$ cat src/sv/nsc_pkg.sv
package nsc_pkg;

    // Sentence framing characters.
    localparam logic [7:0] ASC_DOLLAR = 8'h24;
    localparam logic [7:0] ASC_COMMA  = 8'h2C;
    localparam logic [7:0] ASC_STAR   = 8'h2A;
    localparam logic [7:0] ASC_CR     = 8'h0D;
    localparam logic [7:0] ASC_LF     = 8'h0A;
    localparam logic [7:0] ASC_PLUS   = 8'h2B;
    localparam logic [7:0] ASC_MINUS  = 8'h2D;
    localparam logic [7:0] ASC_SPACE  = 8'h20;

    // Header letters after the dollar, and the number of them.
    localparam logic [2:0] HDR_LEN = 3'd5;

    // Comma positions of the integer fields that are kept.
    localparam logic [3:0] FIELD_COUNT   = 4'd14;
    localparam logic [3:0] FIELD_WEEK    = 4'd1;
    localparam logic [3:0] FIELD_SATS_A  = 4'd13;

    // Magnitude cap of a decimal field.
    localparam logic [16:0] MAG_CAP = 17'd65536;

    // Status codes that map to a navigation state.
    localparam logic [7:0] ST_SINGLE_A = 8'h03;
    localparam logic [7:0] ST_SINGLE_B = 8'h04;
    localparam logic [7:0] ST_FIXED_A  = 8'h45;
    localparam logic [7:0] ST_FIXED_B  = 8'h4B;
    localparam logic [7:0] ST_FLOAT_A  = 8'h55;
    localparam logic [7:0] ST_FLOAT_B  = 8'h5B;

    localparam logic [1:0] NAV_SINGLE  = 2'd0;
    localparam logic [1:0] NAV_FLOAT   = 2'd1;
    localparam logic [1:0] NAV_FIXED   = 2'd2;
    localparam logic [1:0] NAV_INVALID = 2'd3;

    typedef enum logic [3:0] {
        PH_IDLE    = 4'd0,
        PH_HEADER  = 4'd1,
        PH_FIELDS  = 4'd2,
        PH_STAT_HI = 4'd3,
        PH_STAT_LO = 4'd4,
        PH_STAR    = 4'd5,
        PH_SUM_HI  = 4'd6,
        PH_SUM_LO  = 4'd7,
        PH_CR      = 4'd8,
        PH_CLOSE   = 4'd9
    } phase_t;

    typedef enum logic [1:0] {
        FS_EMPTY   = 2'd0,
        FS_SPACE   = 2'd1,
        FS_NUMBER  = 2'd2,
        FS_STOPPED = 2'd3
    } field_stage_t;

    // Commands from the sentence sequencer to the field decoder.
    typedef struct packed {
        logic feed;
        logic clear;
    } field_ctl_t;

    // Saturated values of the field currently being decoded.
    typedef struct packed {
        logic              nonempty;
        logic signed [15:0] week;
        logic signed [7:0]  sats;
    } field_res_t;

    typedef struct packed {
        logic               lf_ok;
        logic [7:0]         status_byte;
        logic [1:0]         nav_state;
        logic signed [15:0] gps_week;
        logic signed [7:0]  sats_first;
        logic signed [7:0]  sats_second;
    } result_t;

    function automatic logic [7:0] hdr_char(input logic [2:0] pos);
        logic [7:0] ch;
        case (pos)
            3'd0:    ch = 8'h47; // G
            3'd1:    ch = 8'h50; // P
            3'd2:    ch = 8'h46; // F
            3'd3:    ch = 8'h50; // P
            3'd4:    ch = 8'h44; // D
            default: ch = 8'h00;
        endcase
        return ch;
    endfunction

    // Upper-case hex digit: bit 4 flags a valid digit, bits 3:0 its value.
    function automatic logic [4:0] hex_decode(input logic [7:0] ch);
        logic [4:0] r;
        logic [7:0] d;
        r = 5'd0;
        d = 8'd0;
        if (ch inside {[8'h30:8'h39]}) begin
            d = ch - 8'h30;
            r = {1'b1, d[3:0]};
        end
        else if (ch inside {[8'h41:8'h46]}) begin
            d = ch - 8'h37;
            r = {1'b1, d[3:0]};
        end
        return r;
    endfunction

    function automatic logic [1:0] nav_map(input logic [7:0] st);
        logic [1:0] n;
        if (st == ST_SINGLE_A || st == ST_SINGLE_B) begin
            n = NAV_SINGLE;
        end
        else if (st == ST_FIXED_A || st == ST_FIXED_B) begin
            n = NAV_FIXED;
        end
        else if (st == ST_FLOAT_A || st == ST_FLOAT_B) begin
            n = NAV_FLOAT;
        end
        else begin
            n = NAV_INVALID;
        end
        return n;
    endfunction

endpackage

$ cat src/sv/nav_sentence_checksum_parser.sv
// The closing byte is held in the input register, and its result word in the output register.
// Throughput: one byte word per cycle while the output register is free to take a result.
// The input register and the output register let a byte be taken while a result waits.
// Reset: rst_n is asynchronous and active low; it returns the parser to waiting for
// a dollar sign, clears the checksum, status and held values, and empties both registers.

module nav_sentence_checksum_parser
    import nsc_pkg::*;
(
    input  logic        clk,
    input  logic        rst_n,
    input  logic        s_axis_tvalid,
    output logic        s_axis_tready,
    input  logic [7:0]  s_axis_tdata,  // [7:0] rx_byte
    output logic        m_axis_tvalid,
    input  logic        m_axis_tready,
    output logic [47:0] m_axis_tdata,  // [7:0] status_byte, [9:8] nav_state,
                                       // [25:10] gps_week, [33:26] sats_first,
                                       // [41:34] sats_second, [47:42] zero
    output logic        m_axis_tuser   // [0] lf_ok
);

    // Input register: holds one received byte until the sequencer takes it.
    logic       in_valid_reg, in_valid_next;
    logic [7:0] in_byte_reg, in_byte_next;

    // Output register: holds one finished result until the sink takes it.
    logic       out_valid_reg, out_valid_next;
    result_t    out_data_reg, out_data_next;

    logic       out_free;
    logic       step;
    logic       res_valid;
    result_t    res;
    field_ctl_t fctl;
    field_res_t fres;

    // The sequencer advances whenever the output register can take what it makes.
    assign out_free      = !out_valid_reg || m_axis_tready;
    assign step          = in_valid_reg && out_free;
    assign s_axis_tready = !in_valid_reg || out_free;

    always_comb
    begin
        in_valid_next = in_valid_reg;
        in_byte_next  = in_byte_reg;
        if (s_axis_tready) begin
            in_valid_next = s_axis_tvalid;
            in_byte_next  = s_axis_tdata;
        end
        out_valid_next = out_valid_reg;
        out_data_next  = out_data_reg;
        if (out_free) begin
            out_valid_next = step && res_valid;
            out_data_next  = res;
        end
    end

    always_ff @(posedge clk or negedge rst_n)
    begin
        if (!rst_n) begin
            in_valid_reg  <= 1'b0;
            out_valid_reg <= 1'b0;
        end
        else begin
            in_valid_reg  <= in_valid_next;
            out_valid_reg <= out_valid_next;
        end
    end

    always_ff @(posedge clk)
    begin
        in_byte_reg  <= in_byte_next;
        out_data_reg <= out_data_next;
    end

    // Integer field decoder for the comma-separated fields.
    nsc_field u_field (
        .clk     (clk),
        .rst_n   (rst_n),
        .ctl     (fctl),
        .rx_byte (in_byte_reg),
        .res     (fres)
    );

    // Sentence sequencer: header, commas, status, checksum and line end.
    nsc_parser u_parser (
        .clk       (clk),
        .rst_n     (rst_n),
        .step      (step),
        .rx_byte   (in_byte_reg),
        .fres      (fres),
        .fctl      (fctl),
        .res_valid (res_valid),
        .res       (res)
    );

    assign m_axis_tvalid = out_valid_reg;
    assign m_axis_tuser  = out_data_reg.lf_ok;
    assign m_axis_tdata  = {6'd0,
                            out_data_reg.sats_second,
                            out_data_reg.sats_first,
                            out_data_reg.gps_week,
                            out_data_reg.nav_state,
                            out_data_reg.status_byte};

endmodule

$ cat src/sv/nsc_field.sv
module nsc_field
    import nsc_pkg::*;
(
    input  logic       clk,
    input  logic       rst_n,
    input  field_ctl_t ctl,
    input  logic [7:0] rx_byte,
    output field_res_t res
);

    logic [16:0]  accum_reg, accum_next;
    field_stage_t stage_reg, stage_next;
    logic         neg_reg, neg_next;

    logic         is_space;
    logic         is_digit;
    logic [7:0]   digit_full;
    logic [19:0]  prod;

    assign is_space   = (rx_byte == ASC_SPACE) || (rx_byte inside {[8'h09:8'h0D]});
    assign is_digit   = rx_byte inside {[8'h30:8'h39]};
    assign digit_full = rx_byte - 8'h30;
    // Times ten as two shifts, plus the new digit.
    assign prod = {accum_reg, 3'b000} + {2'b00, accum_reg, 1'b0} + {16'd0, digit_full[3:0]};

    always_comb
    begin
        accum_next = accum_reg;
        stage_next = stage_reg;
        neg_next   = neg_reg;
        if (ctl.clear) begin
            accum_next = '0;
            stage_next = FS_EMPTY;
            neg_next   = 1'b0;
        end
        else if (ctl.feed) begin
            case (stage_reg)
                FS_EMPTY, FS_SPACE:
                begin
                    if (is_space) begin
                        stage_next = FS_SPACE;
                    end
                    else if (rx_byte == ASC_PLUS || rx_byte == ASC_MINUS) begin
                        neg_next   = (rx_byte == ASC_MINUS);
                        stage_next = FS_NUMBER;
                    end
                    else if (is_digit) begin
                        accum_next = {13'd0, digit_full[3:0]};
                        stage_next = FS_NUMBER;
                    end
                    else begin
                        stage_next = FS_STOPPED;
                    end
                end
                FS_NUMBER:
                begin
                    if (is_digit) begin
                        accum_next = (prod > {3'b000, MAG_CAP}) ? MAG_CAP : prod[16:0];
                    end
                    else begin
                        stage_next = FS_STOPPED;
                    end
                end
                default:
                begin
                    stage_next = stage_reg;
                end
            endcase
        end
    end

    always_ff @(posedge clk or negedge rst_n)
    begin
        if (!rst_n) begin
            accum_reg <= '0;
            stage_reg <= FS_EMPTY;
            neg_reg   <= 1'b0;
        end
        else begin
            accum_reg <= accum_next;
            stage_reg <= stage_next;
            neg_reg   <= neg_next;
        end
    end

    // Signed value clamped to the range of each output field.
    always_comb
    begin
        res.nonempty = (stage_reg != FS_EMPTY);
        if (neg_reg) begin
            res.week = (accum_reg > 17'd32768) ? 16'sh8000 : -$signed(accum_reg[15:0]);
            res.sats = (accum_reg > 17'd128)   ? 8'sh80    : -$signed(accum_reg[7:0]);
        end
        else begin
            res.week = (accum_reg > 17'd32767) ? 16'sh7FFF : $signed(accum_reg[15:0]);
            res.sats = (accum_reg > 17'd127)   ? 8'sh7F    : $signed(accum_reg[7:0]);
        end
    end

endmodule

$ cat src/sv/nsc_parser.sv
module nsc_parser
    import nsc_pkg::*;
(
    input  logic       clk,
    input  logic       rst_n,
    input  logic       step,
    input  logic [7:0] rx_byte,
    input  field_res_t fres,
    output field_ctl_t fctl,
    output logic       res_valid,
    output result_t    res
);

    phase_t             phase_reg, phase_next;
    logic [2:0]         hpos_reg, hpos_next;
    logic               hmatch_reg, hmatch_next;
    logic [3:0]         comma_reg, comma_next;
    logic [7:0]         xor_reg, xor_next;
    logic [3:0]         hi_nib_reg, hi_nib_next;
    logic [7:0]         status_reg, status_next;
    logic signed [15:0] week_pend_reg, week_pend_next;
    logic               week_pv_reg, week_pv_next;
    logic signed [15:0] week_hold_reg, week_hold_next;
    logic signed [7:0]  sa_pend_reg, sa_pend_next;
    logic               sa_pv_reg, sa_pv_next;
    logic signed [7:0]  sa_hold_reg, sa_hold_next;
    logic signed [7:0]  sb_hold_reg, sb_hold_next;

    logic [4:0]         hx;
    logic [3:0]         comma_inc;

    assign hx        = hex_decode(rx_byte);
    assign comma_inc = comma_reg + 4'd1;

    always_comb
    begin
        phase_next     = phase_reg;
        hpos_next      = hpos_reg;
        hmatch_next    = hmatch_reg;
        comma_next     = comma_reg;
        xor_next       = xor_reg;
        hi_nib_next    = hi_nib_reg;
        status_next    = status_reg;
        week_pend_next = week_pend_reg;
        week_pv_next   = week_pv_reg;
        week_hold_next = week_hold_reg;
        sa_pend_next   = sa_pend_reg;
        sa_pv_next     = sa_pv_reg;
        sa_hold_next   = sa_hold_reg;
        sb_hold_next   = sb_hold_reg;
        fctl           = '0;
        res_valid      = 1'b0;

        res.lf_ok       = (rx_byte == ASC_LF);
        res.status_byte = status_reg;
        res.nav_state   = nav_map(status_reg);
        res.gps_week    = week_hold_reg;
        res.sats_first  = sa_hold_reg;
        res.sats_second = sb_hold_reg;

        if (step) begin
            if (rx_byte == ASC_DOLLAR) begin
                // A dollar restarts the sentence whatever came before.
                phase_next   = PH_HEADER;
                hpos_next    = 3'd0;
                hmatch_next  = 1'b1;
                comma_next   = 4'd0;
                xor_next     = 8'd0;
                week_pv_next = 1'b0;
                sa_pv_next   = 1'b0;
                fctl.clear   = 1'b1;
            end
            else begin
                case (phase_reg)
                    PH_IDLE:
                    begin
                        phase_next = PH_IDLE;
                    end
                    PH_HEADER:
                    begin
                        xor_next = xor_reg ^ rx_byte;
                        if (rx_byte == ASC_COMMA) begin
                            if (hmatch_reg && hpos_reg == HDR_LEN) begin
                                comma_next = 4'd0;
                                fctl.clear = 1'b1;
                                phase_next = PH_FIELDS;
                            end
                            else begin
                                phase_next = PH_IDLE;
                            end
                        end
                        else if (hpos_reg < HDR_LEN) begin
                            if (rx_byte != hdr_char(hpos_reg)) begin
                                hmatch_next = 1'b0;
                            end
                            hpos_next = hpos_reg + 3'd1;
                        end
                        else begin
                            // Header too long; park one past the letters.
                            hmatch_next = 1'b0;
                            if (hpos_reg == HDR_LEN) begin
                                hpos_next = hpos_reg + 3'd1;
                            end
                        end
                    end
                    PH_FIELDS:
                    begin
                        xor_next = xor_reg ^ rx_byte;
                        if (rx_byte != ASC_COMMA) begin
                            fctl.feed = 1'b1;
                        end
                        else begin
                            comma_next = comma_inc;
                            fctl.clear = 1'b1;
                            if (comma_inc == FIELD_WEEK && fres.nonempty) begin
                                week_pend_next = fres.week;
                                week_pv_next   = 1'b1;
                            end
                            else if (comma_inc == FIELD_SATS_A && fres.nonempty) begin
                                sa_pend_next = fres.sats;
                                sa_pv_next   = 1'b1;
                            end
                            else if (comma_inc == FIELD_COUNT) begin
                                // Values are committed only at the last comma.
                                if (week_pv_reg) begin
                                    week_hold_next = week_pend_reg;
                                end
                                if (sa_pv_reg) begin
                                    sa_hold_next = sa_pend_reg;
                                end
                                if (fres.nonempty) begin
                                    sb_hold_next = fres.sats;
                                end
                                phase_next = PH_STAT_HI;
                            end
                        end
                    end
                    PH_STAT_HI:
                    begin
                        xor_next = xor_reg ^ rx_byte;
                        if (hx[4]) begin
                            hi_nib_next = hx[3:0];
                            phase_next  = PH_STAT_LO;
                        end
                        else begin
                            phase_next = PH_IDLE;
                        end
                    end
                    PH_STAT_LO:
                    begin
                        xor_next = xor_reg ^ rx_byte;
                        if (hx[4]) begin
                            status_next = {hi_nib_reg, hx[3:0]};
                            phase_next  = PH_STAR;
                        end
                        else begin
                            phase_next = PH_IDLE;
                        end
                    end
                    PH_STAR:
                    begin
                        phase_next = (rx_byte == ASC_STAR) ? PH_SUM_HI : PH_IDLE;
                    end
                    PH_SUM_HI:
                    begin
                        if (hx[4]) begin
                            hi_nib_next = hx[3:0];
                            phase_next  = PH_SUM_LO;
                        end
                        else begin
                            phase_next = PH_IDLE;
                        end
                    end
                    PH_SUM_LO:
                    begin
                        if (hx[4] && {hi_nib_reg, hx[3:0]} == xor_reg) begin
                            phase_next = PH_CR;
                        end
                        else begin
                            phase_next = PH_IDLE;
                        end
                    end
                    PH_CR:
                    begin
                        phase_next = (rx_byte == ASC_CR) ? PH_CLOSE : PH_IDLE;
                    end
                    PH_CLOSE:
                    begin
                        res_valid  = 1'b1;
                        phase_next = PH_IDLE;
                    end
                    default:
                    begin
                        phase_next = PH_IDLE;
                    end
                endcase
            end
        end
    end

    always_ff @(posedge clk or negedge rst_n)
    begin
        if (!rst_n) begin
            phase_reg     <= PH_IDLE;
            hpos_reg      <= '0;
            hmatch_reg    <= 1'b1;
            comma_reg     <= '0;
            xor_reg       <= '0;
            hi_nib_reg    <= '0;
            status_reg    <= '0;
            week_pend_reg <= '0;
            week_pv_reg   <= 1'b0;
            week_hold_reg <= '0;
            sa_pend_reg   <= '0;
            sa_pv_reg     <= 1'b0;
            sa_hold_reg   <= '0;
            sb_hold_reg   <= '0;
        end
        else begin
            phase_reg     <= phase_next;
            hpos_reg      <= hpos_next;
            hmatch_reg    <= hmatch_next;
            comma_reg     <= comma_next;
            xor_reg       <= xor_next;
            hi_nib_reg    <= hi_nib_next;
            status_reg    <= status_next;
            week_pend_reg <= week_pend_next;
            week_pv_reg   <= week_pv_next;
            week_hold_reg <= week_hold_next;
            sa_pend_reg   <= sa_pend_next;
            sa_pv_reg     <= sa_pv_next;
            sa_hold_reg   <= sa_hold_next;
            sb_hold_reg   <= sb_hold_next;
        end
    end

endmodule

$ cat config.mk
export PLATFORM = sky130hd
export DESIGN_NAME = nav_sentence_checksum_parser
export DESIGN_NICKNAME = d
export VERILOG_FILES = /design/src/sv/nsc_pkg.sv /design/src/sv/nav_sentence_checksum_parser.sv /design/src/sv/nsc_field.sv /design/src/sv/nsc_parser.sv
export SDC_FILE = /design/constraint.sdc
export NUM_CORES = 1
export LEC_CHECK = 0
export BUFFER_PORTS_ARGS = -buffer_cell sky130_fd_sc_hd__buf_2
export CORE_MARGIN = 5
export CORE_UTILIZATION = 50
export CTS_CLUSTER_SIZE = 10
export DETAILED_ROUTE_END_ITERATION = 10
export GPL_TIMING_DRIVEN = 0
export MAX_ROUTING_LAYER = met4
export PLACE_DENSITY = 0.76
export SLEW_MARGIN = 20
export SYNTH_ARGS = -nofsm -noshare
export SYNTH_HDL_FRONTEND = slang
export SYNTH_SLANG_ARGS = --single-unit
$ cat constraint.sdc
create_clock -name clk -period 5.53 [get_ports clk]
set_input_delay 1.3825 -clock clk [delete_from_list [all_inputs] [get_ports clk]]
set_output_delay 1.3825 -clock clk [all_outputs]
set_load 0.005 [all_outputs]
==> impl_metrics.yaml <==
synthesis:
  synth-main-ff-cell: "dfrtp_1"
  synth_area_leaders: "dfrtp_1, edfxtp_1, ha_1, nand2_1, o21ai_0"
  synth_seq_cells: 163
  ys_async_sr_fraction: 0.6871
  seq_area_frac_synth: 0.4850
  synth_top_area_frac: 0.3107
  synthTopCellsByCount: "dfrtp_1, nand2_1, o21ai_0"
  synth_enable_flop_cells: 51
  syn-mean-instance-area_um2: 10.24
  synth.cell_area_mm2: 0.008940
  synth_top_area_cell: "dfrtp_1"
  ys_warn_count: 0
  syn_inst: 873
  synth_cell_type_count: 81
  synth.most_common_cell: "dfrtp_1"
critical_path:
  arrival_ns: 4.46
  crit_start: "u_field.accum_reg[2]"
  timing.rr.start: "u_field.accum_reg[2]"
  reg2reg_to: "u_field.accum_reg[6]"
  rrSetupSlack_ns: 1.42
  cp_max_fo: 10
  path_cells: "clkbuf_1 -> inv_1 -> fa_1 -> fa_1 -> nand2b_1 -> a21bo_2 -> a21oi_2 -> nor4_1 -> or3_1 -> a2111oi_2 -> o211ai_1 -> buf_2 -> o21ai_1"
  cp_slowest_cell: "a2111oi_2"
  cp-start-kind: "register"
  cp_common_cell: "fa_1"
  cp-end-kind: "register"
  slowest_delay_ns: 0.58
  crit_path_end: "u_field.accum_reg[6]"
  r2r.worst_path.cells: 13
  crit_type: "reg2reg"
  cp.required_ns: 5.88
clock_network:
  cts_setup_buffers: 0
  cts.sinks: 163
  tritoncts: "done"
  cts_htree_levels: 4
  ctsHoldBuffers: 0
  cts_inserted_buffers: 17
  clk_pin_slew_ns: 0.07
  clk_path_buf_depth: 2
  clk-insertion-delay-late_ns: 0.43
  clockRootBuffer: "clkbuf_16"
  ctsResizeCount: 0
cells_and_area:
  final_nets: 1016
  synthToLayoutAreaGrowth_pct: 13.86
  diodes: 0
  largest_reg_flops: 42
  layout-drive-gt1-share: 0.1653
sta:
  final.min_clock_period_ns: 4.110
  skew_ns: 0.009470
  relSlewSlack: 0.4236
  drv_slew: 0
  finalCritPeriodShare: 0.7432
  setup_viol: 0
  fin_setup_tns_ns: 0
  worstMarginPinSlew_ns: 0.8580
  holdWs_ns: 0.4455
  rsz0062_at_grt: "false"
  fmax_mhz: 243.3
  hold_viol: 0
  setup_slack_ns: 1.420
die:
  fp-row-count: 48
  fp.dieH_um: 143.7
  die_x_um: 143.7
  initial_core_util: 0.5133
  io_pins: 63
  core_mm2: 0.01742
  die_area_mm2: 0.02065
detailed_routing:
  routed_wl_um: 20040
  ant_nets: 0
  num_vias: 6967
  dr.first_iter.drc_count: 628
  drc: 0
  wl_per_cell_um: 16.80
  first_pass_iters: 7
  vias_per_cell: 5.840
power_and_ir_drop:
  intPower_mw: 2.093
  power_frac_seq: 0.467
  cellLeakagePower_nw: 4.658
  p_clk_frac: 0.408
  vdd_ir_drop_max_uv: 217.9
  finalPower_mw: 2.907
  switchingPower_mw: 0.8139
  p_comb_frac: 0.124
  p_per_area_mw_per_mm2: 285.6
  swShare: 0.2800
grt:
  gr-total-overflow: 0
  antenna_found_initial: 0
  gr-usage-met2: 0.3234
  grt_pass1_wl_um: 33580
  grtUsageMet3: 0.02962
  grt_use_total: 0.2073
  grt_pass1_vias: 6777
  grt_start_max_net_pins: 69
  top_usage_layer: "met2"
  use_met1: 0.2792
run_status:
  status: "completed"
placement:
  portBuffers: 56
  dp_slack_ns: 1.403
  hpwlAfterDp_um: 14470
  place_congestion: 0.9091
flow_run:
  max_cap_violations: 0
hold_path:
  hp-class: "reg2reg"
## placed cells by master, fill, tap and decap left out, types with 12 or more instances in the layout
| cell type | instances |
|---|---|
| xor2_1 | 14 |
| inv_1 | 34 |
| clkbuf_1 | 28 |
| nand2_1 | 104 |
| ha_1 | 47 |
| nand3_1 | 16 |
| a21oi_1 | 40 |
| mux2_2 | 24 |
| o21ai_1 | 16 |
| clkbuf_16 | 17 |
| or3_1 | 12 |
| nor3_1 | 24 |
| a21o_1 | 14 |
| o21ai_0 | 76 |
| buf_2 | 62 |
| a221oi_1 | 13 |
| nand4_1 | 12 |
| nor2_1 | 53 |
| xnor2_1 | 15 |
| dfrtp_1 | 111 |
| nand2b_1 | 12 |
| edfxtp_1 | 51 |
## cells by family (layout without fill, tap and decap cells)
kind of cell    after synthesis  in the layout  share of synthesized area
flops                       163            163                     0.4850
buf+inv                      78            168                    0.03877
other cells                   1              6                  0.0004195
fa+ha+maj                    49             49                    0.07026
xor+xnor                     29             29                    0.02841
mux                          33             33                    0.04255
compound gates              236            236                     0.1759
simple gates                284            284                     0.1587
## power by group through the flow
stage | combinational, mW | sequential [mW] | clock, mW
final | 0.362 | 1.36 | 1.19
after global routing | 0.406 | 1.37 | 1.26
after CTS | 0.360 | 1.36 | 1.20
after detailed placement | 0.357 | 1.38 | 0
after global placement | 0.344 | 1.38 | 0
after floorplan | 0.278 | 1.36 | 0
## worst min-delay path by stage
stage	startpoint	to	slack [ns]	depth (start not counted)
3_5_place_dp	u_parser.week_hold_reg[0]	m_axis_tdata[10]	0.43	0
5_1_grt	u_parser.week_hold_reg[10]	m_axis_tdata[20]	0.46	0
6_report	u_parser.week_hold_reg[0]	m_axis_tdata[10]	0.45	0
4_1_cts	u_parser.week_hold_reg[0]	m_axis_tdata[10]	0.45	0
2_1_floorplan	u_parser.week_hold_reg[0]	m_axis_tdata[10]	0.42	0
3_3_place_gp	u_parser.week_hold_reg[15]	m_axis_tdata[25]	0.43	0
## critical path, delay by kind of cell, from the launching register on
family                   cells  cell delay (ns)
AND/OR/NAND/NOR              3             0.64
flip-flops                   1             0.37
AO/OA/AOI/OAI                5             1.32
buffers and inverters        3             0.72
adder cells (fa/ha/maj)      2             0.98
## area by class of cell
cell class | count | area [um^2]
multi-input cells | 637 | 4279
well taps | 225 | 281.5
plain buffers | 44 | 219.0
repair buffers | 58 | 334.1
clock buffers | 18 | 429.2
flip-flops and latches | 163 | 4335
inverters | 34 | 127.6
fillers | 1464 | 7238
clock inverters | 14 | 172.7
## routing by layer
layer	vias to the layer above	wire [um]
li1	3371	-
met4	0	418
met1	3371	9363
met2	192	9396
met5	-	0
met3	33	862
## through the flow
stage / cells / instance area [um^2] / utilization
after floorplan: 878 / 8959 / -
after global placement: 1159 / 9520 / 0.5466
after detailed placement: 1161 / 9577 / 0.5499
after CTS: 1193 / 10180 / 0.5844
after global routing: 1193 / 10180 / 0.5844
final: 1193 / 10180 / 0.5844
(Power assumes the default switching activity.)
